--- src/rtl/scf_pkg.sv ---
// Shared types and constants of the SysEx chunk framer.
`default_nettype none
package scf_pkg;

  localparam int CHUNK_MAX = 48;
  localparam int IDX_W     = 6;
  localparam int Q_DEPTH   = 2;
  localparam int Q_PTR_W   = $clog2(Q_DEPTH);

  localparam logic [7:0] SOF_BYTE   = 8'hF0;
  localparam logic [7:0] EOF_BYTE   = 8'hF7;
  localparam logic [7:0] FLAG_CONT  = 8'h10;
  localparam logic [7:0] FLAG_FINAL = 8'h20;

  localparam logic [1:0] REG_MFG_FIRST  = 2'd0;
  localparam logic [1:0] REG_MFG_SECOND = 2'd1;
  localparam logic [1:0] REG_MFG_THIRD  = 2'd2;
  localparam logic [1:0] REG_MAX_CHUNK  = 2'd3;

  localparam logic [2:0] HDR_SOF        = 3'd0;
  localparam logic [2:0] HDR_MFG_FIRST  = 3'd1;
  localparam logic [2:0] HDR_MFG_SECOND = 3'd2;
  localparam logic [2:0] HDR_MFG_THIRD  = 3'd3;
  localparam logic [2:0] HDR_FLAG       = 3'd4;
  localparam logic [2:0] HDR_LEN        = 3'd5;

  typedef enum logic [1:0] {
    BK_IDLE,
    BK_HEAD,
    BK_DATA,
    BK_CLOSE
  } back_state_t;

  typedef struct packed {
    logic [6:0]       mfg_first;
    logic [6:0]       mfg_second;
    logic [6:0]       mfg_third;
    logic [IDX_W-1:0] limit;
  } cfg_t;

  typedef struct packed {
    logic             has_cont;
    logic             cont_first;
    logic             cont_bank;
    logic [IDX_W-1:0] cont_len;
    logic             has_final;
    logic             final_first;
    logic             final_bank;
    logic [IDX_W-1:0] final_len;
  } item_cmd_t;

  typedef struct packed {
    logic             en;
    logic             bank;
    logic [IDX_W-1:0] idx;
    logic [7:0]       data;
  } wr_t;

  typedef struct packed {
    logic done;
    logic bank;
  } done_t;

endpackage
`default_nettype wire

--- src/rtl/scf_in_if.sv ---
// Input request channel carrying one payload byte and its end-of-message flag.
`default_nettype none
interface scf_in_if;
  logic       valid;
  logic       ready;
  logic [7:0] data_byte;
  logic       msg_last;

  modport source (output valid, output data_byte, output msg_last, input ready);
  modport sink (input valid, input data_byte, input msg_last, output ready);
endinterface
`default_nettype wire

--- src/rtl/scf_out_if.sv ---
// Output request channel carrying one byte of the framed SysEx stream.
`default_nettype none
interface scf_out_if;
  logic       valid;
  logic       ready;
  logic [7:0] out_byte;
  logic       frame_close;
  logic       run_last;

  modport source (output valid, output out_byte, output frame_close, output run_last,
                  input ready);
  modport sink (input valid, input out_byte, input frame_close, input run_last,
                output ready);
endinterface
`default_nettype wire

--- src/rtl/scf_front.sv ---
// Front end: accepts payload bytes, fills the store banks and issues frame commands.
`default_nettype none
module scf_front (
  input  logic              clk,
  input  logic              rst_n,
  scf_in_if.sink            in_stream,
  input  scf_pkg::cfg_t     cfg,
  input  scf_pkg::done_t    done,
  input  logic              q_full,
  output logic              q_push,
  output scf_pkg::item_cmd_t q_cmd,
  output scf_pkg::wr_t      wr
);

  logic [scf_pkg::IDX_W-1:0] fill_r, fill_nxt;
  logic                      first_r, first_nxt;
  logic                      wbank_r, wbank_nxt;
  logic [1:0]                busy_r, busy_nxt;

  logic                      cont;
  logic                      tbank;
  logic                      acc;
  logic [scf_pkg::IDX_W-1:0] fill_after;

  assign cont            = fill_r >= cfg.limit;
  assign tbank           = cont ? ~wbank_r : wbank_r;
  assign in_stream.ready = !q_full && !busy_r[tbank];
  assign acc             = in_stream.valid && in_stream.ready;
  assign fill_after      = cont ? scf_pkg::IDX_W'(1) : fill_r + scf_pkg::IDX_W'(1);

  always_comb begin
    wr.en   = acc;
    wr.bank = tbank;
    wr.idx  = cont ? '0 : fill_r;
    wr.data = in_stream.data_byte;

    q_cmd.has_cont    = cont;
    q_cmd.cont_first  = first_r;
    q_cmd.cont_bank   = wbank_r;
    q_cmd.cont_len    = fill_r;
    q_cmd.has_final   = in_stream.msg_last;
    q_cmd.final_first = cont ? 1'b0 : first_r;
    q_cmd.final_bank  = tbank;
    q_cmd.final_len   = fill_after;

    q_push = acc && (cont || in_stream.msg_last);
  end

  always_comb begin
    fill_nxt  = fill_r;
    first_nxt = first_r;
    wbank_nxt = wbank_r;
    busy_nxt  = busy_r;
    if (done.done) begin
      busy_nxt[done.bank] = 1'b0;
    end
    if (acc) begin
      if (in_stream.msg_last) begin
        fill_nxt  = '0;
        first_nxt = 1'b1;
        wbank_nxt = ~tbank;
        busy_nxt[tbank] = 1'b1;
      end else begin
        fill_nxt  = fill_after;
        first_nxt = cont ? 1'b0 : first_r;
        wbank_nxt = tbank;
      end
      if (cont) begin
        busy_nxt[wbank_r] = 1'b1;
      end
    end
  end

  always_ff @(posedge clk) begin
    if (!rst_n) begin
      fill_r  <= '0;
      first_r <= 1'b1;
      wbank_r <= 1'b0;
      busy_r  <= '0;
    end else begin
      fill_r  <= fill_nxt;
      first_r <= first_nxt;
      wbank_r <= wbank_nxt;
      busy_r  <= busy_nxt;
    end
  end

endmodule
`default_nettype wire

--- src/rtl/scf_cmd_q.sv ---
// Short command queue between the front end and the frame sender.
`default_nettype none
module scf_cmd_q (
  input  logic               clk,
  input  logic               rst_n,
  input  logic               push,
  input  scf_pkg::item_cmd_t push_cmd,
  input  logic               pop,
  output scf_pkg::item_cmd_t head_cmd,
  output logic               full,
  output logic               empty
);

  scf_pkg::item_cmd_t          entries_r [scf_pkg::Q_DEPTH];
  logic [scf_pkg::Q_PTR_W-1:0] wptr_r, wptr_nxt;
  logic [scf_pkg::Q_PTR_W-1:0] rptr_r, rptr_nxt;
  logic [scf_pkg::Q_PTR_W:0]   count_r, count_nxt;

  assign full     = count_r == (scf_pkg::Q_PTR_W+1)'(scf_pkg::Q_DEPTH);
  assign empty    = count_r == '0;
  assign head_cmd = entries_r[rptr_r];

  always_comb begin
    wptr_nxt  = push ? wptr_r + 1'b1 : wptr_r;
    rptr_nxt  = pop ? rptr_r + 1'b1 : rptr_r;
    count_nxt = count_r;
    if (push && !pop) begin
      count_nxt = count_r + 1'b1;
    end else if (pop && !push) begin
      count_nxt = count_r - 1'b1;
    end
  end

  always_ff @(posedge clk) begin
    if (push) begin
      entries_r[wptr_r] <= push_cmd;
    end
  end

  always_ff @(posedge clk) begin
    if (!rst_n) begin
      wptr_r  <= '0;
      rptr_r  <= '0;
      count_r <= '0;
    end else begin
      wptr_r  <= wptr_nxt;
      rptr_r  <= rptr_nxt;
      count_r <= count_nxt;
    end
  end

endmodule
`default_nettype wire

--- src/rtl/scf_back.sv ---
// Frame sender: holds the byte store and emits the frames of each queued command.
`default_nettype none
module scf_back (
  input  logic               clk,
  input  logic               rst_n,
  input  scf_pkg::cfg_t      cfg,
  input  scf_pkg::wr_t       wr,
  input  logic               q_empty,
  input  scf_pkg::item_cmd_t q_cmd,
  output logic               q_pop,
  output scf_pkg::done_t     done,
  scf_out_if.source          out_stream
);

  logic [7:0] store_r [2][scf_pkg::CHUNK_MAX];
  logic [7:0] mem_q_r;

  scf_pkg::back_state_t      state_r, state_nxt;
  logic [2:0]                pos_r, pos_nxt;
  logic [scf_pkg::IDX_W-1:0] idx_r, idx_nxt;
  logic                      phase_r, phase_nxt;
  scf_pkg::item_cmd_t        cur_r, cur_nxt;
  logic                      bank_nxt;

  logic       out_valid_r;
  logic [7:0] out_byte_r;
  logic       out_close_r;
  logic       out_last_r;

  logic                      f_final;
  logic                      f_first;
  logic                      f_bank;
  logic                      f_last;
  logic [scf_pkg::IDX_W-1:0] f_len;
  logic                      step;
  logic [7:0]                byte_sel;
  logic                      close_sel;
  logic                      last_sel;

  assign f_final  = phase_r;
  assign f_first  = phase_r ? cur_r.final_first : cur_r.cont_first;
  assign f_bank   = phase_r ? cur_r.final_bank : cur_r.cont_bank;
  assign f_len    = phase_r ? cur_r.final_len : cur_r.cont_len;
  assign f_last   = phase_r || !cur_r.has_final;
  assign step     = (state_r != scf_pkg::BK_IDLE) && (!out_valid_r || out_stream.ready);
  assign bank_nxt = phase_nxt ? cur_nxt.final_bank : cur_nxt.cont_bank;

  always_comb begin
    state_nxt = state_r;
    pos_nxt   = pos_r;
    idx_nxt   = idx_r;
    phase_nxt = phase_r;
    cur_nxt   = cur_r;
    case (state_r)
      scf_pkg::BK_IDLE: begin
        if (!q_empty) begin
          cur_nxt   = q_cmd;
          phase_nxt = !q_cmd.has_cont;
          pos_nxt   = scf_pkg::HDR_SOF;
          idx_nxt   = '0;
          state_nxt = scf_pkg::BK_HEAD;
        end
      end
      scf_pkg::BK_HEAD: begin
        if (step) begin
          if (pos_r == scf_pkg::HDR_LEN) begin
            state_nxt = scf_pkg::BK_DATA;
          end else begin
            pos_nxt = pos_r + 3'd1;
          end
        end
      end
      scf_pkg::BK_DATA: begin
        if (step) begin
          if (idx_r == f_len - scf_pkg::IDX_W'(1)) begin
            state_nxt = scf_pkg::BK_CLOSE;
          end else begin
            idx_nxt = idx_r + scf_pkg::IDX_W'(1);
          end
        end
      end
      scf_pkg::BK_CLOSE: begin
        if (step) begin
          if (f_last) begin
            state_nxt = scf_pkg::BK_IDLE;
          end else begin
            phase_nxt = 1'b1;
            pos_nxt   = scf_pkg::HDR_SOF;
            idx_nxt   = '0;
            state_nxt = scf_pkg::BK_HEAD;
          end
        end
      end
      default: begin
        state_nxt = scf_pkg::BK_IDLE;
      end
    endcase
  end

  always_comb begin
    q_pop     = (state_r == scf_pkg::BK_IDLE) && !q_empty;
    done.done = step && (state_r == scf_pkg::BK_CLOSE);
    done.bank = f_bank;
    byte_sel  = 8'h00;
    close_sel = 1'b0;
    last_sel  = 1'b0;
    case (state_r)
      scf_pkg::BK_HEAD: begin
        case (pos_r)
          scf_pkg::HDR_SOF:        byte_sel = scf_pkg::SOF_BYTE;
          scf_pkg::HDR_MFG_FIRST:  byte_sel = {1'b0, cfg.mfg_first};
          scf_pkg::HDR_MFG_SECOND: byte_sel = {1'b0, cfg.mfg_second};
          scf_pkg::HDR_MFG_THIRD:  byte_sel = {1'b0, cfg.mfg_third};
          scf_pkg::HDR_FLAG: begin
            byte_sel = (f_final ? scf_pkg::FLAG_FINAL : scf_pkg::FLAG_CONT) | {7'b0, f_first};
          end
          scf_pkg::HDR_LEN:        byte_sel = {2'b00, f_len};
          default:                 byte_sel = 8'h00;
        endcase
      end
      scf_pkg::BK_DATA: begin
        byte_sel = mem_q_r;
      end
      scf_pkg::BK_CLOSE: begin
        byte_sel  = scf_pkg::EOF_BYTE;
        close_sel = 1'b1;
        last_sel  = f_last;
      end
      default: begin
        byte_sel = 8'h00;
      end
    endcase
  end

  always_ff @(posedge clk) begin
    if (wr.en) begin
      store_r[wr.bank][wr.idx] <= wr.data;
    end
    mem_q_r <= store_r[bank_nxt][idx_nxt];
    cur_r   <= cur_nxt;
    pos_r   <= pos_nxt;
    idx_r   <= idx_nxt;
    if (step) begin
      out_byte_r  <= byte_sel;
      out_close_r <= close_sel;
      out_last_r  <= last_sel;
    end
  end

  always_ff @(posedge clk) begin
    if (!rst_n) begin
      state_r     <= scf_pkg::BK_IDLE;
      phase_r     <= 1'b0;
      out_valid_r <= 1'b0;
    end else begin
      state_r <= state_nxt;
      phase_r <= phase_nxt;
      if (step) begin
        out_valid_r <= 1'b1;
      end else if (out_stream.ready) begin
        out_valid_r <= 1'b0;
      end
    end
  end

  assign out_stream.valid       = out_valid_r;
  assign out_stream.out_byte    = out_byte_r;
  assign out_stream.frame_close = out_close_r;
  assign out_stream.run_last    = out_last_r;

endmodule
`default_nettype wire

--- src/rtl/sysex_chunk_framer_unit.sv ---
// Top level of the SysEx chunk framer with its configuration registers.
// A byte that closes a frame leaves a command for the frame sender, which puts out one
// byte per cycle while the output is ready: a frame of n payload bytes is n + 7 bytes
// long. The input stalls only while the two-entry command queue is full or while the
// store bank that the next byte goes to is still queued or being read out; the store
// has two banks of 48 bytes so that one chunk is sent while the next one fills.
`default_nettype none
module sysex_chunk_framer_unit (
  input  logic        clk,
  input  logic        rst_n,
  scf_in_if.sink      in_stream,
  scf_out_if.source   out_stream,
  input  logic        psel,
  input  logic        penable,
  input  logic        pwrite,
  input  logic [3:0]  paddr,
  input  logic [31:0] pwdata,
  output logic [31:0] prdata,
  output logic        pready
);

  logic [6:0]                mfg_first_r;
  logic [6:0]                mfg_second_r;
  logic [6:0]                mfg_third_r;
  logic [scf_pkg::IDX_W-1:0] max_chunk_r;
  logic                      cfg_wr;
  logic [1:0]                reg_idx;

  scf_pkg::cfg_t      cfg;
  scf_pkg::wr_t       wr;
  scf_pkg::done_t     done;
  scf_pkg::item_cmd_t push_cmd;
  scf_pkg::item_cmd_t head_cmd;
  logic               q_push;
  logic               q_pop;
  logic               q_full;
  logic               q_empty;

  assign pready  = 1'b1;
  assign cfg_wr  = psel && penable && pwrite && pready;
  assign reg_idx = paddr[3:2];

  always_comb begin
    case (reg_idx)
      scf_pkg::REG_MFG_FIRST:  prdata = {25'b0, mfg_first_r};
      scf_pkg::REG_MFG_SECOND: prdata = {25'b0, mfg_second_r};
      scf_pkg::REG_MFG_THIRD:  prdata = {25'b0, mfg_third_r};
      scf_pkg::REG_MAX_CHUNK:  prdata = {26'b0, max_chunk_r};
      default:                 prdata = '0;
    endcase
  end

  always_ff @(posedge clk) begin
    if (!rst_n) begin
      mfg_first_r  <= '0;
      mfg_second_r <= '0;
      mfg_third_r  <= '0;
      max_chunk_r  <= scf_pkg::IDX_W'(scf_pkg::CHUNK_MAX);
    end else if (cfg_wr) begin
      case (reg_idx)
        scf_pkg::REG_MFG_FIRST:  mfg_first_r  <= pwdata[6:0];
        scf_pkg::REG_MFG_SECOND: mfg_second_r <= pwdata[6:0];
        scf_pkg::REG_MFG_THIRD:  mfg_third_r  <= pwdata[6:0];
        scf_pkg::REG_MAX_CHUNK:  max_chunk_r  <= pwdata[scf_pkg::IDX_W-1:0];
        default: begin
        end
      endcase
    end
  end

  always_comb begin
    cfg.mfg_first  = mfg_first_r;
    cfg.mfg_second = mfg_second_r;
    cfg.mfg_third  = mfg_third_r;
    if (max_chunk_r == '0) begin
      cfg.limit = scf_pkg::IDX_W'(1);
    end else if (max_chunk_r > scf_pkg::IDX_W'(scf_pkg::CHUNK_MAX)) begin
      cfg.limit = scf_pkg::IDX_W'(scf_pkg::CHUNK_MAX);
    end else begin
      cfg.limit = max_chunk_r;
    end
  end

  scf_front u_front (
    .clk       (clk),
    .rst_n     (rst_n),
    .in_stream (in_stream),
    .cfg       (cfg),
    .done      (done),
    .q_full    (q_full),
    .q_push    (q_push),
    .q_cmd     (push_cmd),
    .wr        (wr)
  );

  scf_cmd_q u_cmd_q (
    .clk      (clk),
    .rst_n    (rst_n),
    .push     (q_push),
    .push_cmd (push_cmd),
    .pop      (q_pop),
    .head_cmd (head_cmd),
    .full     (q_full),
    .empty    (q_empty)
  );

  scf_back u_back (
    .clk        (clk),
    .rst_n      (rst_n),
    .cfg        (cfg),
    .wr         (wr),
    .q_empty    (q_empty),
    .q_cmd      (head_cmd),
    .q_pop      (q_pop),
    .done       (done),
    .out_stream (out_stream)
  );

  a_no_push_when_full: assert property (@(posedge clk) disable iff (!rst_n)
    q_push |-> !q_full)
    else $error("command pushed into a full queue");

  a_no_pop_when_empty: assert property (@(posedge clk) disable iff (!rst_n)
    q_pop |-> !q_empty)
    else $error("command popped from an empty queue");

  a_done_shows_close: assert property (@(posedge clk) disable iff (!rst_n)
    done.done |=> (out_stream.valid && out_stream.frame_close))
    else $error("frame end not followed by a closing byte");

  a_write_avoids_read_bank: assert property (@(posedge clk) disable iff (!rst_n)
    (wr.en && done.done) |-> (wr.bank != done.bank))
    else $error("store bank written while its frame is still being sent");

endmodule
`default_nettype wire
--- src/flat_wrapper.sv ---
// flat-port wrapper written by rule: the top's interface ports become plain ports
module sysex_chunk_framer_unit_flat 
  (clk, rst_n, psel, penable, pwrite, paddr, pwdata, prdata, pready, in_stream_valid, in_stream_data_byte, in_stream_msg_last, in_stream_ready, out_stream_valid, out_stream_out_byte, out_stream_frame_close, out_stream_run_last, out_stream_ready);
  scf_in_if in_stream_i ();
  scf_out_if out_stream_i ();
  input  logic clk;
  input  logic rst_n;
  input  logic psel;
  input  logic penable;
  input  logic pwrite;
  input  logic [3:0] paddr;
  input  logic [31:0] pwdata;
  output logic [31:0] prdata;
  output logic pready;
  input wire logic [$bits(in_stream_i.valid)-1:0] in_stream_valid;
  input wire logic [$bits(in_stream_i.data_byte)-1:0] in_stream_data_byte;
  input wire logic [$bits(in_stream_i.msg_last)-1:0] in_stream_msg_last;
  output wire logic [$bits(in_stream_i.ready)-1:0] in_stream_ready;
  output wire logic [$bits(out_stream_i.valid)-1:0] out_stream_valid;
  output wire logic [$bits(out_stream_i.out_byte)-1:0] out_stream_out_byte;
  output wire logic [$bits(out_stream_i.frame_close)-1:0] out_stream_frame_close;
  output wire logic [$bits(out_stream_i.run_last)-1:0] out_stream_run_last;
  input wire logic [$bits(out_stream_i.ready)-1:0] out_stream_ready;
  assign in_stream_i.valid = in_stream_valid;
  assign in_stream_i.data_byte = in_stream_data_byte;
  assign in_stream_i.msg_last = in_stream_msg_last;
  assign in_stream_ready = in_stream_i.ready;
  assign out_stream_valid = out_stream_i.valid;
  assign out_stream_out_byte = out_stream_i.out_byte;
  assign out_stream_frame_close = out_stream_i.frame_close;
  assign out_stream_run_last = out_stream_i.run_last;
  assign out_stream_i.ready = out_stream_ready;
  sysex_chunk_framer_unit u_core (.clk(clk), .rst_n(rst_n), .in_stream(in_stream_i), .out_stream(out_stream_i), .psel(psel), .penable(penable), .pwrite(pwrite), .paddr(paddr), .pwdata(pwdata), .prdata(prdata), .pready(pready));
endmodule
--- config.mk ---
export PLATFORM = sky130hd
export DESIGN_NAME = sysex_chunk_framer_unit_flat
export DESIGN_NICKNAME = d
export VERILOG_FILES = /design/src/rtl/scf_pkg.sv /design/src/rtl/scf_in_if.sv /design/src/rtl/scf_out_if.sv /design/src/rtl/scf_front.sv /design/src/rtl/scf_cmd_q.sv /design/src/rtl/scf_back.sv /design/src/rtl/sysex_chunk_framer_unit.sv /design/src/flat_wrapper.sv
export SDC_FILE = /design/constraint.sdc
export NUM_CORES = 1
export LEC_CHECK = 0
export BUFFER_PORTS_ARGS = -buffer_cell sky130_fd_sc_hd__buf_2
export CAP_MARGIN = 20
export CORE_MARGIN = 3
export CORE_UTILIZATION = 55
export DETAILED_ROUTE_END_ITERATION = 7
export GPL_TIMING_DRIVEN = 0
export PLACE_DENSITY = 0.72
export RECOVER_POWER = 100
export SETUP_SLACK_MARGIN = 0.1
export SLEW_MARGIN = 0
export SYNTH_ARGS = -nofsm -noshare
export SYNTH_HDL_FRONTEND = slang
export SYNTH_SLANG_ARGS = --single-unit
--- constraint.sdc ---
create_clock -name clk -period 10 [get_ports clk]
set_input_delay 2 -clock clk [delete_from_list [all_inputs] [get_ports clk]]
set_output_delay 2 -clock clk [all_outputs]
set_load 0.005 [all_outputs]
==> results.md <==
* Antenna diodes at 0
* # IOs at 97
* Cell Pwr Density at 270 nW/um^2
* Synth Cell Area at 36900 sq um
* Worst Skew at 0.0293 ns
* Mapped Cells at 2815
* Max Cap Violations at 11
* Met2 GRT Util at 48.5%
* Failing checks: capacitance limit, slew limit
* 1st-iter DRT viols at 3878
* Post-synth EDFFs at 832
* Ratio of cells with drive above 1 in the final layout at 8.90%
* Area delta synth->final at 11.9%
* Reg2reg path depth at 15
* Fin. max-slew vios at 705
* Clk slew on worst S/H paths at 0.06 ns
* Detailed-route via count at 25443
* Die width at 265 microns
* CP endpoint kind: register
* Die Y at 265 microns
* IO buf count at 42
* # nets final at 3062
* Met3 GRT Util at 9.06%
* # setup viols final at 0
* Top Usage Layer GRT: met2
* Asr flop ratio synth at 0%
* Clock Latency Late Sink at 0.66 ns
* Gpl congestion at 1.01
* Final core utilization at 62.5%
* Post-CTS setup buffers at 0
* Fin. Hold Viols at 0
* Num Clock Sinks at 894
* Worst min-delay path category: reg -> reg
* Cells resized by post-CTS repair at 0
* Placed Instances at 3758
* Final worst-path cycle share at 69.8%
* CTS max path bufs at 3
* First-pass GRT wire length at 162000 microns
* Hold depth at 0
* Worst path required time at 10.46 ns
* Drt pass-1 iters at 6
* Post-layout min period at 6.98 ns
* Final wirelength at 113000 microns
* # rows at 94
* Initial antenna violation count at 9
* Detailed-route DRC error count at 0
* Max Fanout on Critical Path at 18
* Worst endpoint data arrival time at 7.44 ns
* Worst Tran Pin Value at 4.51 ns
* Status: finished, violations left
* Starting density of the core at 55.9%
* Number of synthesized register bits at 894
* Post-DP HPWL at 76900 microns
* Sequential-to-total area share from yosys stat at 71.0%
* Worst vdd rail ir drop at 0.000235 V
* Setup TNS at 0 ns
* Worst slew margin at -201%
* Vias per inst at 6.47
* Die area at 70300 sq um
* CTS root buffer: clkbuf_16
* Largest net degree at the start of global routing at 97
* Number of global-route vias before repair at 24430
* Gr ovfl total at 0
* CTS Buf Count at 89
* Met1 usage in global routing at 42.9%
* RSZ-0062 raised after global routing: no
* H-tree Lvls at 3
* Core ar. at 66100 sq um
* Main synth FF type: edfxtp_1
* Final Non-Filler Cells at 3930
* Pleak at 13.9 nW
* Tot GR Track Use at 31.9%
* Ys Warns at 0
* # hold bufs at CTS at 0
* Fmax at 143 MHz
* Unique cell type count in the Yosys netlist at 71
* Syn avg cell area at 13.1 sq um
* Drt wl/cell at 28.7 microns
* Antenna-violating nets left at 0
* Startpoint Class: input pin
* CTS tree: yes
* CP Class: in -> reg
-- critical path: stages --
cell	delay (ns)
clkbuf_1	0.11
nand2b_1	0.19
nand2b_1	0.22
clkinv_1	0.54
a22oi_1	0.41
o31a_1	0.15
a41oi_1	0.04
and2_0	0.31
inv_1	0.28
clkbuf_1	0.45
clkbuf_1	0.70
clkbuf_1	0.90
nand3_1	0.19
a21oi_1	0.35
a311oi_1	0.09
a211o_1	0.50
-- cells in the mapped netlist, drive strengths merged, types with 8 or more instances --
library cell  instances  share of area (%)
ha                   19               0.64
nand4                10               0.17
a311oi               50                1.2
a2111oi              16               0.41
inv                  18               0.19
and3                 41               0.69
nand2               672                6.8
nor3                 16               0.22
o21ai                26               0.35
a31oi                51               0.86
mux2                 16               0.49
xnor2                10               0.24
a211oi               24               0.49
edfxtp              832                 68
a21boi               20               0.41
a32oi                39               0.93
a221oi                8               0.19
buf                 106                1.9
mux2i               109                3.0
a21oi                24               0.36
nor2b                38               0.64
nor4                 11               0.19
nand3               229                3.1
dfxtp                62                3.4
clkbuf               97               0.99
nor2                134                1.4
and2                 15               0.25
nand3b                8               0.16
o31ai                 8               0.16
a211o                 9               0.21
-- placed cells by master, fill, tap and decap left out, types with 19 or more instances in the layout --
cell type,synthesis,final
nand2_1,672,672
a21oi_1,23,23
nor2b_1,38,38
a211oi_1,24,24
a311oi_1,50,50
mux2i_1,105,105
nand3_1,229,229
a21boi_0,20,20
conb_1,2,26
nor2_1,134,134
o21ai_0,23,26
a32oi_1,39,39
and3_1,41,41
a31oi_1,51,51
dfxtp_1,62,62
buf_2,39,57
buf_4,41,42
edfxtp_1,832,832
clkbuf_16,0,91
ha_1,19,19
clkbuf_1,97,160
-- stage by stage --
step	setup slack [ns]	hold WS (ns)	area [sq um]	power (W)
global placement	2.88	0.456	38300	0.00760
global route	2.98	0.504	41300	0.0115
finish	3.02	0.502	41300	0.0112
floorplan	5.02	0.440	37000	0.00627
detailed placement	3.04	0.477	38600	0.00767
CTS	3.71	0.493	41500	0.0110
-- routing by layer --
layer | wire length [microns] | up-vias | part of all wire (%)
li1 | - | 10750 | -
met1 | 41200 | 12434 | 36
met2 | 49900 | 1861 | 44
met3 | 15500 | 386 | 14
met4 | 6140 | 12 | 5.4
met5 | 188 | - | 0.17
-- where the power goes --
part / internal, W / switching, W
clock network: 0.00196 / 0.00143
logic: 0.000911 / 0.00257
registers: 0.00423 / 0.0000571
total: 0.00710 / 0.00406
-- kinds of logic (layout without fill, tap and decap cells) --
family                     after synthesis  after routing  share of synthesized area (%)
DFF                                    894            894                           71.0
adders and majority gates               19             19                          0.644
muxes                                  131            131                           3.87
and+or+nand+nor                       1205           1205                           14.2
AOI/OAI and AO/OA                      325            325                           6.74
other                                    2             26                         0.0203
buffers and inverters                  222            449                           3.08
xor gates and xnor gates                17             17                          0.403
-- final timing paths --
kind | slack [ns] | endpoint | startpoint
setup / recovery | 3.02 | u_core.u_back.mem_q_r[5] | out_stream_ready
hold / removal | 0.50 | u_core.u_cmd_q.entries_r[1][16] | u_core.u_front.first_r
setup reg to reg | 3.49 | u_core.u_back.mem_q_r[3] | u_core.u_back.state_r[0]
hold reg to reg | 0.50 | u_core.u_cmd_q.entries_r[1][16] | u_core.u_front.first_r
-- flip-flops by register name, indices dropped and copies added, names as in the netlist, 3 cells and up, named ones only --
signal,flops
u_core.u_back.mem_q_r,8
u_core.mfg_second_r,7
u_core.u_back.idx_r,6
u_core.u_back.cur_r,17
u_core.max_chunk_r,6
u_core.u_cmd_q.entries_r,36
u_core.u_back.out_stream.out_byte,8
u_core.mfg_first_r,7
u_core.u_back.pos_r,3
u_core.mfg_third_r,7
u_core.u_back.store_r,768
u_core.u_front.fill_r,6
-- final cells by class --
cell class              count  area (sq um)
fillers                  4921         24800
plain buffers             203          1060
multi-input cells        1723          9650
well taps                 864          1080
clock buffers             116          2390
repair buffers             61           297
clock inverters            50           547
inverters                  19          73.8
flip-flops and latches    894         26200
(Power assumes the default switching activity.)
